[src/rtl/sliding_window_percentile_unit_macros.svh]
// Assertion macros shared by the sliding window percentile RTL.
`ifndef SLIDING_WINDOW_PERCENTILE_UNIT_MACROS_SVH
`define SLIDING_WINDOW_PERCENTILE_UNIT_MACROS_SVH

// Same-cycle implication, masked during reset.
`define SWP_ASSERT_IMPL(name, clk, rst_n, ante, cons) \
    name: assert property (@(posedge clk) disable iff (!rst_n) (ante) |-> (cons)) \
        else $error("swp: same-cycle check failed");

// Next-cycle implication, masked during reset.
`define SWP_ASSERT_NEXT(name, clk, rst_n, ante, cons) \
    name: assert property (@(posedge clk) disable iff (!rst_n) (ante) |=> (cons)) \
        else $error("swp: next-cycle check failed");

`endif

[src/rtl/swp_pkg.sv]
// Types and constants of the sliding window percentile unit.
package swp_pkg;

    localparam int unsigned SAMPLE_W = 32;
    localparam int unsigned FILL_W   = 7;

    // floor(c*95/100) == (c * K95) >> K95_SH for every fill count up to 1024
    localparam int unsigned K95_W  = 24;
    localparam int unsigned K95_SH = 24;
    localparam logic [K95_W-1:0] K95 = 24'd15938435;

    typedef enum logic [1:0] {
        S_IDLE,
        S_EVICT,
        S_INSERT,
        S_OUT
    } t_state;

    typedef enum logic [1:0] {
        OP_HOLD,
        OP_EVICT,
        OP_INSERT
    } t_op;

    typedef struct packed {
        t_op                 op;
        logic [SAMPLE_W-1:0] key;
    } t_cell_ctl;

    typedef struct packed {
        logic [SAMPLE_W-1:0] val;
        logic                vld;
        logic                hit;
    } t_link;

endpackage

[src/rtl/swp_ring.sv]
// Ring of recent samples; read-before-write returns the slot's oldest sample.
module swp_ring import swp_pkg::*; #(
    parameter int unsigned DEPTH = 64,
    parameter int unsigned AW    = 6
) (
    input  logic                i_clk,
    input  logic                i_we,
    input  logic [AW-1:0]       i_addr,
    input  logic [SAMPLE_W-1:0] i_wdata,
    output logic [SAMPLE_W-1:0] o_rdata
);

    logic [SAMPLE_W-1:0] r_mem [DEPTH];
    logic [SAMPLE_W-1:0] r_rdata;

    always_ff @(posedge i_clk) begin
        r_rdata <= r_mem[i_addr];
        if (i_we) begin
            r_mem[i_addr] <= i_wdata;
        end
    end

    assign o_rdata = r_rdata;

endmodule

[config.mk]
export PLATFORM = sky130hd
export DESIGN_NAME = swp_ring
export DESIGN_NICKNAME = d
export VERILOG_FILES = /design/src/rtl/sliding_window_percentile_unit_macros.svh /design/src/rtl/swp_pkg.sv /design/src/rtl/swp_ring.sv
export SDC_FILE = /design/constraint.sdc
export NUM_CORES = 2
export LEC_CHECK = 0
export BUFFER_PORTS_ARGS = -buffer_cell sky130_fd_sc_hd__buf_4
export CAP_MARGIN = 30
export CORE_MARGIN = 2
export CORE_UTILIZATION = 30
export DETAILED_ROUTE_END_ITERATION = 8
export GPL_TIMING_DRIVEN = 0
export PLACE_DENSITY_LB_ADDON = 0.3
export SLEW_MARGIN = 5
export SYNTH_ARGS = -nofsm -noshare
export SYNTH_HDL_FRONTEND = slang
export SYNTH_SLANG_ARGS = --single-unit
[constraint.sdc]
create_clock -name i_clk -period 3.4 [get_ports i_clk]
set_input_delay 0.34 -clock i_clk [delete_from_list [all_inputs] [get_ports i_clk]]
set_output_delay 0.34 -clock i_clk [all_outputs]
set_load 0.01 [all_outputs]
# == Yosys cells after proc, flatten, opt, wreduce, memory -nomap -nowiden ==
# Memories as Yosys holds them, arrays and structs flattened. A register that Yosys moved wholly into a read port is not among the register bits.
# Cells that the tools add are included.
# op_classes
addsub,0
multipliers,0
div,0
order_cmp,0
n_eq_ne,0
shift,0
mux,2
n_bitwise,0
n_reduce_logical,0
# ops
operator,n
two-way mux 1 bit,2
# totals
register_bits,0
latchBits,0
mem_bits_rw,2048
romBits,0
in_bits,40
output_inout_bits,32
memories,1
# memory_table
name,words,width,read_ports,rd_clocked_by_memory_dff,wr,line_no,source
r_mem,64,32,1,1,1,swp_ring.sv:13,logic [SAMPLE_W-1:0] r_mem [DEPTH];

# == Depth between registers and ports, before layout ==
# depth
word_depth,2
mapped_depth,13

# == Least setup slack after synthesis ==
# No wires, ideal clock.
# synth_timing
kind,input to register
start,input i_addr[2]
end,"memory r_mem[15][0], enable pin"
setup_time_ps,421
t_arrival_ps,3158
required_time_ps,2979
slack_ps,-179
cell_stages,8
cell_sequence,buf_2 -> buf_2 -> buf_2 -> buf_2 -> buf_2 -> buf_2 -> nand3_1 -> nor2_1
# synth_lines
item,line_no,source
start: declaration,swp_ring.sv:8,"input logic [AW-1:0] i_addr,"
end: declaration,swp_ring.sv:13,
# No word-level cell before the write port.

# == Worst setup path in the final report ==
# layout_timing
start,input i_addr[1]
end,"memory r_mem[58][19], enable pin"
# No word-level cell before the write port.

==> impl_results.md <==
- Port buffer count: 70
- Later-pin clock latency in the skew report: 0.86 ns
- Crit-path slowest cell: clkbuf_1
- Commonest cells after routing, fill and taps aside: edfxtp_1 (2048), mux2i_1 (256), clkbuf_16 (211)
- XOR/XNOR share of the synthesized area: 0%
- Clock tree from TritonCTS: yes
- Mapped Avg Cell Area: 18.6 µm²
- Setup crit start: i_addr[1]
- Yosys cell types: 56
- Iteration-0 DRC Markers: 6192
- Final ANT Viol Nets: 0
- # fillers: 24400
- Tcrit/Tclk final: 104%
- Worst Max-Slew Pin Slew: 1.11 ns
- Status: finished, violations left
- CP peak stage delay: 0.74 ns
- R2R Path Start: r_mem[23][13]
- Syn. warnings: 0
- Mux share of post-synthesis cell area: 8.12%
- VDD IR-drop max: 0.594 mV
- Worst Path Class, Setup: input pin to flip-flop
- Primary flip-flop cell chosen by synthesis mapping: edfxtp_1
- Critical path endpoint: r_mem[58][19]
- NumNets Final: 4764
- Cell-by-cell trace of the critical path: buf_4 > buf_4 > buf_4 > nor2b_1 > clkbuf_1 > nand2_2 > nor2_4 > buf_12
- Die ar.: 267000 µm²
- Synth Area in Adders: 0%
- Top Ports: 72
- TritonRoute pass-1 iters: 6
- Critical Path Source Type: input pin
- Leak: 29.9 nW
- Area share of and/or/nand/nor cells after synthesis: 2.81%
- Largest net degree at the start of global routing: 65
- Initial antenna violation count: 23
- GP Congestion: 0.872
- Reg clk slew, reported paths: 0.06 ns
- RSZ-0062 raised after global routing: yes
- Hold Fails Final Rpt: 0
- Clock sinks: 2080
- First-pass GRT wire length: 344000 µm
- Core area: 262000 µm²
- Post-Syn Nets: 4279
- Area grow syn2layout: 19.4%
- Sequential share of the synthesized area: 78.7%
- Fin crit period: 3.54 ns
- Main combinational cell family by area after synthesis: compound AO/OA/AOI/OAI gates
- Failing checks: setup timing
- HP Start: i_wdata[5]
- Required @ worst endpoint: 3.92 ns
- Worst Path Max Fanout: 18
- Final Max Slew Viols: 0
- Share of layout cells above drive strength 1: 20.7%
- Initial core utilization: 30.1%
- Synth async-reset ratio: 0%
- CTS Buffer Depth: 3
- Fin Clk Skew: 0.0670 ns
- Storage cell area: 62100 µm²
- Die X: 517 µm
- # Max-Cap Violations: 0
- Vias: 45100
- Post-synth EDFFs: 2048
- Multi-input logic area: 16200 µm²
- Global route overflow: 0
- Site Rows: 188
- Total power: 0.0538 W
- Hold crit path type: input pin to flip-flop
- Die boundary height: 517 µm
- Commonest non-fill, non-tap cell in the layout: edfxtp_1
- Cell with the most instances on the worst path: buf_4
- Synth Area in Compound Gates: 8.66%
- Total Routing Usage GR: 18.2%
- Crit path capture type: flip-flop
- Vias in the first global route: 43400
- Avg WL per Cell: 29.9 µm
- Crit path DAT: 4.06 ns
- R2R setup slack: 0.52 ns
- Clk root buf: clkbuf_16
- Post-route setup slack: -0.140 ns
- PwrDens: 571 nW/µm²
- FF-to-FF End: o_rdata[13]
- Total Wirelength: 252000 µm
- Slew headroom: 25.9%
- Max Clk Rate: 283 MHz
- Synth Register Bits: 2080
- DR vias/cell: 5.35
- WHS: 0.0205 ns
- Reg2Reg Depth: 5
- Post-DP HPWL: 163000 µm
- Post-Syn Area: 78900 µm²
- H-tree depth: 4
- DRC errors left: 0
- Post-Synthesis Cells: 4239
- Final setup viols: 399
- Inserted Clock Buffers: 211
worst max-delay path, delay by kind of cell:
kind / cells / cell delay, ns
AND/OR/NAND/NOR: 3 / 1.83
buffers and inverters: 5 / 1.80
per-stage QoR:
stage	cells	TNS [ns]	util, %	instance area (µm²)	worst slack [ns]
6_report	8426	-22.14	36.0	94200	-0.140
5_1_grt	8424	-6.13	36.0	94200	-0.0788
4_1_cts	8350	-1.38	35.6	93400	-0.0475
3_5_place_dp	7914	-2720.98	32.8	86000	-1.82
3_3_place_gp	7824	-6534.39	32.0	83900	-3.57
2_1_floorplan	4239	-355.29	-	78900	-0.179
power breakdown:
part | switching, W | internal, W
clock network | 0.00987 | 0.0122
registers | 0.0000561 | 0.0284
logic | 0.00233 | 0.000953
Yosys cell counts (16+ instances only):
| cell | number | area (µm²) |
|---|---|---|
| a211oi_1 | 17 | 128 |
| a21oi_1 | 121 | 606 |
| a221oi_1 | 175 | 1530 |
| a222oi_1 | 16 | 160 |
| a22o_1 | 66 | 578 |
| a22oi_1 | 188 | 1410 |
| a31oi_1 | 43 | 269 |
| and3_1 | 85 | 532 |
| buf_1 | 33 | 124 |
| buf_2 | 83 | 415 |
| clkbuf_1 | 168 | 631 |
| dfxtp_1 | 32 | 641 |
| edfxtp_1 | 2048 | 61500 |
| mux2_2 | 147 | 1660 |
| mux2i_1 | 259 | 2590 |
| mux4_2 | 96 | 2160 |
| nand2_1 | 28 | 105 |
| nand2b_1 | 18 | 113 |
| nand3_1 | 54 | 270 |
| nor2_1 | 145 | 544 |
| nor3_1 | 22 | 110 |
| o21ai_0 | 84 | 420 |
| o22a_1 | 70 | 613 |
| o22ai_1 | 93 | 582 |
final cells by class:
class                      instances  area share, %
sequential                      2080           65.9
multi-input combinational       1861           17.2
clock buffer                     268           5.87
tap                             3515           4.67
timing repair buffer             272           3.76
buffer                           296           1.51
clock inverter                   120           1.01
antenna                           12         0.0319
inverter                           2        0.00797
logic make-up after synthesis:
logic type	after synthesis
flops	2080
compound gates	933
mux	502
simple gates	424
buf+inv	300
timing repair:
item	in CTS	in global routing
buffers inserted	46	58
resized for setup	67	28
gates cloned	2	0
endpoints found under the setup margin	1884	640
pin swaps	36	31
hold buffers	2	0
endpoints found under the hold margin	23	0
metal layers:
metal  global-route usage [%]  vias up  part of all wire (%)
met5                        0        -                 0.018
met4                     6.64        6                   3.6
met3                     3.88      415                   9.3
met2                     28.7     2413                    46
met1                     24.8    23600                    41
li1                         -    18700                     -
worst min path at each step:
| stage | cells after the start | end | slack [ns] |
|---|---|---|---|
| finish | 1 | r_mem[60][5] | 0.02 |
| global route | 1 | r_mem[62][5] | 0.03 |
| CTS | 1 | r_mem[61][3] | 0.02 |
| detailed placement | 4 | o_rdata[10] | 0.71 |
| global placement | 4 | o_rdata[16] | 0.72 |
| floorplan | 0 | r_mem[0][0] | 0.44 |
registers in the layout, indices dropped and copies added (netlist names):
name	flops
o_rdata	32
r_mem	2048
Power figures use the tool's default switching activity.
