<file path="src/rtl/sliding_window_percentile_unit_macros.svh">
// Assertion macros shared by the sliding window percentile RTL.
`ifndef SLIDING_WINDOW_PERCENTILE_UNIT_MACROS_SVH
`define SLIDING_WINDOW_PERCENTILE_UNIT_MACROS_SVH

// Same-cycle implication, masked during reset.
`define SWP_ASSERT_IMPL(name, clk, rst_n, ante, cons) \
    name: assert property (@(posedge clk) disable iff (!rst_n) (ante) |-> (cons)) \
        else $error("swp: same-cycle check failed");

// Next-cycle implication, masked during reset.
`define SWP_ASSERT_NEXT(name, clk, rst_n, ante, cons) \
    name: assert property (@(posedge clk) disable iff (!rst_n) (ante) |=> (cons)) \
        else $error("swp: next-cycle check failed");

`endif

</file>
<file path="src/rtl/swp_pkg.sv">
// Types and constants of the sliding window percentile unit.
package swp_pkg;

    localparam int unsigned SAMPLE_W = 32;
    localparam int unsigned FILL_W   = 7;

    // floor(c*95/100) == (c * K95) >> K95_SH for every fill count up to 1024
    localparam int unsigned K95_W  = 24;
    localparam int unsigned K95_SH = 24;
    localparam logic [K95_W-1:0] K95 = 24'd15938435;

    typedef enum logic [1:0] {
        S_IDLE,
        S_EVICT,
        S_INSERT,
        S_OUT
    } t_state;

    typedef enum logic [1:0] {
        OP_HOLD,
        OP_EVICT,
        OP_INSERT
    } t_op;

    typedef struct packed {
        t_op                 op;
        logic [SAMPLE_W-1:0] key;
    } t_cell_ctl;

    typedef struct packed {
        logic [SAMPLE_W-1:0] val;
        logic                vld;
        logic                hit;
    } t_link;

endpackage

</file>
<file path="src/rtl/swp_cell.sv">
// One slot of the sorted sample chain: evicts by shifting down, inserts by shifting up.
module swp_cell import swp_pkg::*; (
    input  logic      i_clk,
    input  logic      i_rst_n,
    input  t_cell_ctl i_ctl,
    input  t_link     i_left,
    input  t_link     i_right,
    output t_link     o_link
);

    logic [SAMPLE_W-1:0] r_val, n_val;
    logic                r_vld, n_vld;
    logic                w_hit;

    // invalid slots sort as +infinity
    always_comb begin
        if (i_ctl.op == OP_EVICT) begin
            w_hit = !r_vld || (r_val >= i_ctl.key);
        end else begin
            w_hit = !r_vld || (r_val > i_ctl.key);
        end
    end

    always_comb begin
        n_val = r_val;
        n_vld = r_vld;
        case (i_ctl.op)
            OP_EVICT: begin
                if (w_hit) begin
                    n_val = i_right.val;
                    n_vld = i_right.vld;
                end
            end
            OP_INSERT: begin
                if (w_hit) begin
                    if (i_left.hit) begin
                        n_val = i_left.val;
                        n_vld = i_left.vld;
                    end else begin
                        n_val = i_ctl.key;
                        n_vld = 1'b1;
                    end
                end
            end
            default: begin
                n_val = r_val;
                n_vld = r_vld;
            end
        endcase
    end

    always_ff @(posedge i_clk) begin
        if (!i_rst_n) begin
            r_vld <= 1'b0;
        end else begin
            r_vld <= n_vld;
        end
    end

    always_ff @(posedge i_clk) begin
        r_val <= n_val;
    end

    assign o_link = '{val: r_val, vld: r_vld, hit: w_hit};

endmodule

</file>
<file path="config.mk">
export PLATFORM = sky130hd
export DESIGN_NAME = swp_cell
export DESIGN_NICKNAME = d
export VERILOG_FILES = /design/src/rtl/sliding_window_percentile_unit_macros.svh /design/src/rtl/swp_pkg.sv /design/src/rtl/swp_cell.sv
export SDC_FILE = /design/constraint.sdc
export NUM_CORES = 1
export LEC_CHECK = 0
export ABC_CLOCK_PERIOD_IN_PS = 6000
export BUFFER_PORTS_ARGS = -buffer_cell sky130_fd_sc_hd__buf_2
export CAP_MARGIN = 20
export CORE_ASPECT_RATIO = 1.5
export CORE_MARGIN = 4
export CORE_UTILIZATION = 49
export DETAILED_ROUTE_END_ITERATION = 16
export GPL_TIMING_DRIVEN = 1
export HOLD_SLACK_MARGIN = 0.15
export PLACE_DENSITY_LB_ADDON = 0.25
export SETUP_SLACK_MARGIN = 0.5
export SYNTH_ARGS = -nofsm -noshare
export SYNTH_HDL_FRONTEND = slang
export SYNTH_SLANG_ARGS = --single-unit
</file>
<file path="constraint.sdc">
create_clock -name i_clk -period 6 [get_ports i_clk]
set_clock_uncertainty 0.05 [all_clocks]
set_input_delay 0 -clock i_clk [delete_from_list [all_inputs] [get_ports i_clk]]
set_output_delay 0 -clock i_clk [all_outputs]
set_load 0.01 [all_outputs]
</file>
Yosys cells after proc, flatten, opt, wreduce, memory -nomap -nowiden. Index checks and enable logic that the tools add are counted.

$add $sub $neg: 0. Multipliers: 0. Divide/modulo/power cells: 0. $lt $le $gt $ge: 2. Equal/unequal tests: 4. Shifts and indexed selects: 0. Muxes and demuxes: 9. Bitwise gates (word level): 0. Reductions and logical operators: 5.

Operators by type and width (number): 2-to-1 mux 32 bit (3); case mux 32 bit (2 select lines) (1); greater-or-equal comparator 32 bit (1); > comparator 32 bit (1); 2-to-1 mux 1 bit (4); inequality test 2 bit, second input constant (2); AND reduction 3 bit (1); equality test 2 x 1 -> 1 bit, second input constant (1); equality test 2 bit, second input constant (1); logical OR 1 bit (2); case mux 1 bit (2 select lines) (1); nonzero test 2 bit (1); logical NOT 1 bit (1).

Bits in registers: 33. Latch bits: 0. RAM bits: 0. Memory bits (read-only): 0. Input bits: 104. Output and inout bits: 34. Memories: 0.

Logic depth before layout (Yosys ltp).
Word-level depth: 5. Depth in mapped cells: 9. Mapped depth without buffers: 8.

Least setup slack after synthesis. No wires, ideal clock.

Kind: register -> register. From: register r_val[7]. To: register r_val[0] (enable). Library setup time: 432 ps. Arrival: 3082 ps. Slack: 2436 ps. Cell stages (with the launch flop): 8. Buffers on the path: 0. Clock period less this slack: 3564 ps. Cell sequence: edfxtp_1 -> ha_1 -> nand4_1 -> nor3_1 -> o31ai_1 -> o211ai_1 -> a21oi_1 -> a21oi_1.

Longest elaborated chain between the ends: 5. Elaborated cells between the ends (all ways): 8. Those cells by class: order compare: 2; eq/ne: 2; mux: 1; reduce/logical: 3.

RTL lines: from (decl) (RTL line swp_cell.sv:11) `logic [SAMPLE_W-1:0] r_val, n_val;`; from (signal assigned) (RTL line swp_cell.sv:61) `r_val <= n_val;`; > comparator 32 bit / greater-or-equal comparator 32 bit (equally long branches) (RTL line swp_cell.sv:20, swp_cell.sv:18); logical OR 1 bit (on tied branches) (RTL line swp_cell.sv:20, swp_cell.sv:18); 2-to-1 mux 1 bit (*) (RTL line swp_cell.sv:17) `if (i_ctl.op == OP_EVICT) begin`; inequality test 2 bit (no line); AND reduction 3 bit (no line) (*).

Every way passes the cells marked *; elsewhere a longest branch is shown, timed or not. A chain may end at the register's enable or synchronous reset.

Final worst setup path.
From: register r_val[13]. To: register r_val[0] (enable).

The elaborated chain is that of the path after synthesis.

==> metrics.yaml <==
cts:
  cts_tree: "built"
  clk_pin_slew_ps: 70
  postCtsHoldBufs: 65
  cts_sinks: 33
  cts-buffers-inserted: 5
  clk_path_buf_depth: 2
  h-tree-depth: 2
  worst_skew_pair.late_latency_ps: 280
  root_buffer: "clkbuf_8"
  cts_setup_buffers: 0
  cts_resized: 0
detailed_routing:
  drt_pre_antenna_iters: 4
  drc: 0
  wl_mm: 8.45
  route.met3.wl_microns: 551
  viasPerCell: 5.20
  top_layer: "met4"
  drt-met1-wl_mm: 2.92
  ant_nets: 0
  num_vias: 2795
  dr_wl_met2_mm: 4.75
  wl_per_cell_microns: 15.7
  drt_iter0_markers: 81
synth:
  synth-seq-cells: 33
  synthDistinctLibCells: 28
  ys_async_sr_fraction_pct: 0
  yosysTopAreaCellShare_pct: 37.5
  ys_seq_area_share_pct: 38.3
  synthFlopType: "edfxtp_1"
  synth.most_common_cell: "nand2_1"
  yosys_warnings: 0
  synth_nets: 409
  avgSynthCellArea_sq_um: 9.39
  synthCells: 273
  synth_edf_count: 32
  synth_commonest_cells: "nand2_1 (41), o21ai_0 (38), inv_1 (35)"
  synth_area_leaders: "edfxtp_1 (37%), ha_1 (16%), mux2i_1 (12%)"
  netlist_area_sq_um: 2560
  synth_top_area_cell: "edfxtp_1"
critical_path:
  r2r-start: "r_val[13]"
  critPathLaunchType: "flop"
  cp_max_fo: 32
  r2r_end: "r_val[0]"
  reg2reg_slack_ps: 3010
  max_stage_delay_ps: 910
  arrival_ps: 2840
  timing.setup.critical_path_class: "reg -> reg"
  required_ps: 5850
  slowest_stage: "a21oi_4"
  crit_family: "compound AO/OA/AOI/OAI gates"
  ff2ff_path_depth: 7
  crit_chain: "ha_1 -> nand4_1 -> nor3_1 -> o31ai_1 -> o211ai_1 -> a21oi_1 -> a21oi_4"
  endpoint_kind: "flop"
  cp_num_buf_inv: 0
floorplan:
  die_width_microns: 67.1
  num_rows: 32
  initial_core_util_pct: 50.0
  coreArea_sq_um: 5120
  die_h_microns: 96.6
  ios: 138
  die_area_sq_um: 6480
global_routing:
  gr-usage-all-layers_pct: 26.7
  grt_pass1_vias: 2979
  grt_max_degree: 66
  antenna_found_initial: 0
  grt-ovfl-total: 0
  grt_first_pass_wirelength_mm: 13.0
power:
  netSwitchingFraction_pct: 30.1
  p_seq_share_pct: 42.4
  leakagePower_nw: 2.07
  switchingPower_mw: 0.208
  comb_power_share_pct: 34.8
  power_density_nw_per_um2: 171
  clkPwrFrac_pct: 22.8
  p_int_mw: 0.483
  peakVddDrop_mv: 0.141
sta:
  period_share_pct: 49.8
  tightest_slew_ps: 1120
  slew-limit-headroom_pct: 25.0
  finalSetupViolations: 0
  max_freq_mhz: 335
  fin_crit_ps: 2990
  hold_viol_final: 0
  rsz0062_at_grt: "false"
  slew_viol_final: 0
  setup_tns_ps: 0
placed_design:
  gp_congestion: 0.772
  port_buffers: 136
  dpl-instance-area_sq_um: 3280
  dp_hpwl_mm: 5.29
cells_and_area:
  multi_input_area_sq_um: 1410
  regArea_sq_um: 981
  layout-drive-gt1-share_pct: 31.3
  fill_cells: 362
  fin_area_sq_um: 4040
  antenna_cells: 0
  areaGrowthSynthToFinish_pct: 57.5
  nets: 605
hold_path:
  hold_path.startpoint: "i_left[18]"
  hold_path_end: "r_val[16]"
  holdPathStages: 3
  hold_class: "in -> reg"
run_status:
  outcome: "finished, final reports clean"
flow_run:
  maxCapViolations: 0
## metal layers
metal	GRT usage (%)	vias to the layer above
met3	7.18	23
met4	11.3	0
met2	51.1	113
met1	26.0	1297
met5	0	-
li1	-	1362
## flip-flops by register name (all words and copies together) (netlist names)
| name | flops |
|---|---|
| r_val | 32 |
| r_vld | 1 |
## metrics by stage
| step | std cells | hold WS, ps | util, % | setup WS [ps] | power [mW] |
|---|---|---|---|---|---|
| floorplan | 273 | 91.9 | - | 2440 | 0.405 |
| global placement | 464 | 205 | 64.1 | 3080 | 0.479 |
| detailed placement | 464 | 207 | 64.1 | 3030 | 0.488 |
| CTS | 536 | 167 | 78.2 | 3040 | 0.687 |
| global route | 537 | 196 | 78.8 | 2860 | 0.734 |
| finish | 537 | 161 | 78.8 | 3010 | 0.691 |
## area by class of cell
class                      count  share of cell area, %
multi-input combinational    192                   34.8
inverter                      35                   3.25
clock buffer                   6                   1.80
clock inverter                 1                 0.0930
timing repair buffer         202                   33.7
tap                           68                   2.11
sequential                    33                   24.3
## layout by cell type (no fill, tap or decap), types with 3 or more instances in the layout
cell / n
o21ai_0: 38
mux2i_1: 32
edfxtp_1: 32
inv_1: 35
a21oi_1: 13
nand4_1: 6
nor2b_1: 3
nor2_1: 4
nand3_1: 4
buf_2: 136
nand2_1: 41
clkbuf_8: 5
nor3_1: 3
ha_1: 32
dlygate4sd3_1: 65
## kinds of logic after synthesis
logic type	share of synthesized area, %
muxes	12.5
buffers and inverters	7.47
AOI/OAI and AO/OA	13.1
and+or+nand+nor	13.0
DFF	38.3
adders and majority gates	15.6
## how the worst max path moves through the flow
stage / startpoint / endpoint / cells after the start
2_1_floorplan: r_val[7] / r_val[0] / 7
3_3_place_gp: r_val[14] / r_val[28] / 7
3_5_place_dp: r_val[14] / r_val[2] / 7
4_1_cts: r_val[14] / r_val[18] / 7
5_1_grt: r_val[7] / r_val[12] / 7
6_report: r_val[13] / r_val[0] / 7
## worst min-delay path, stage by stage
cell and delay [ps]:
buf_2 80, mux2i_1 50, o21ai_0 230
## power by group through the flow
stage,Sequential (mW),Combinational [mW],Clock (mW)
5_1_grt,0.295,0.266,0.173
3_3_place_gp,0.296,0.183,0
4_1_cts,0.293,0.233,0.161
2_1_floorplan,0.307,0.0979,0
6_report,0.293,0.240,0.158
3_5_place_dp,0.298,0.190,0
Power figures use the tool's default switching activity.
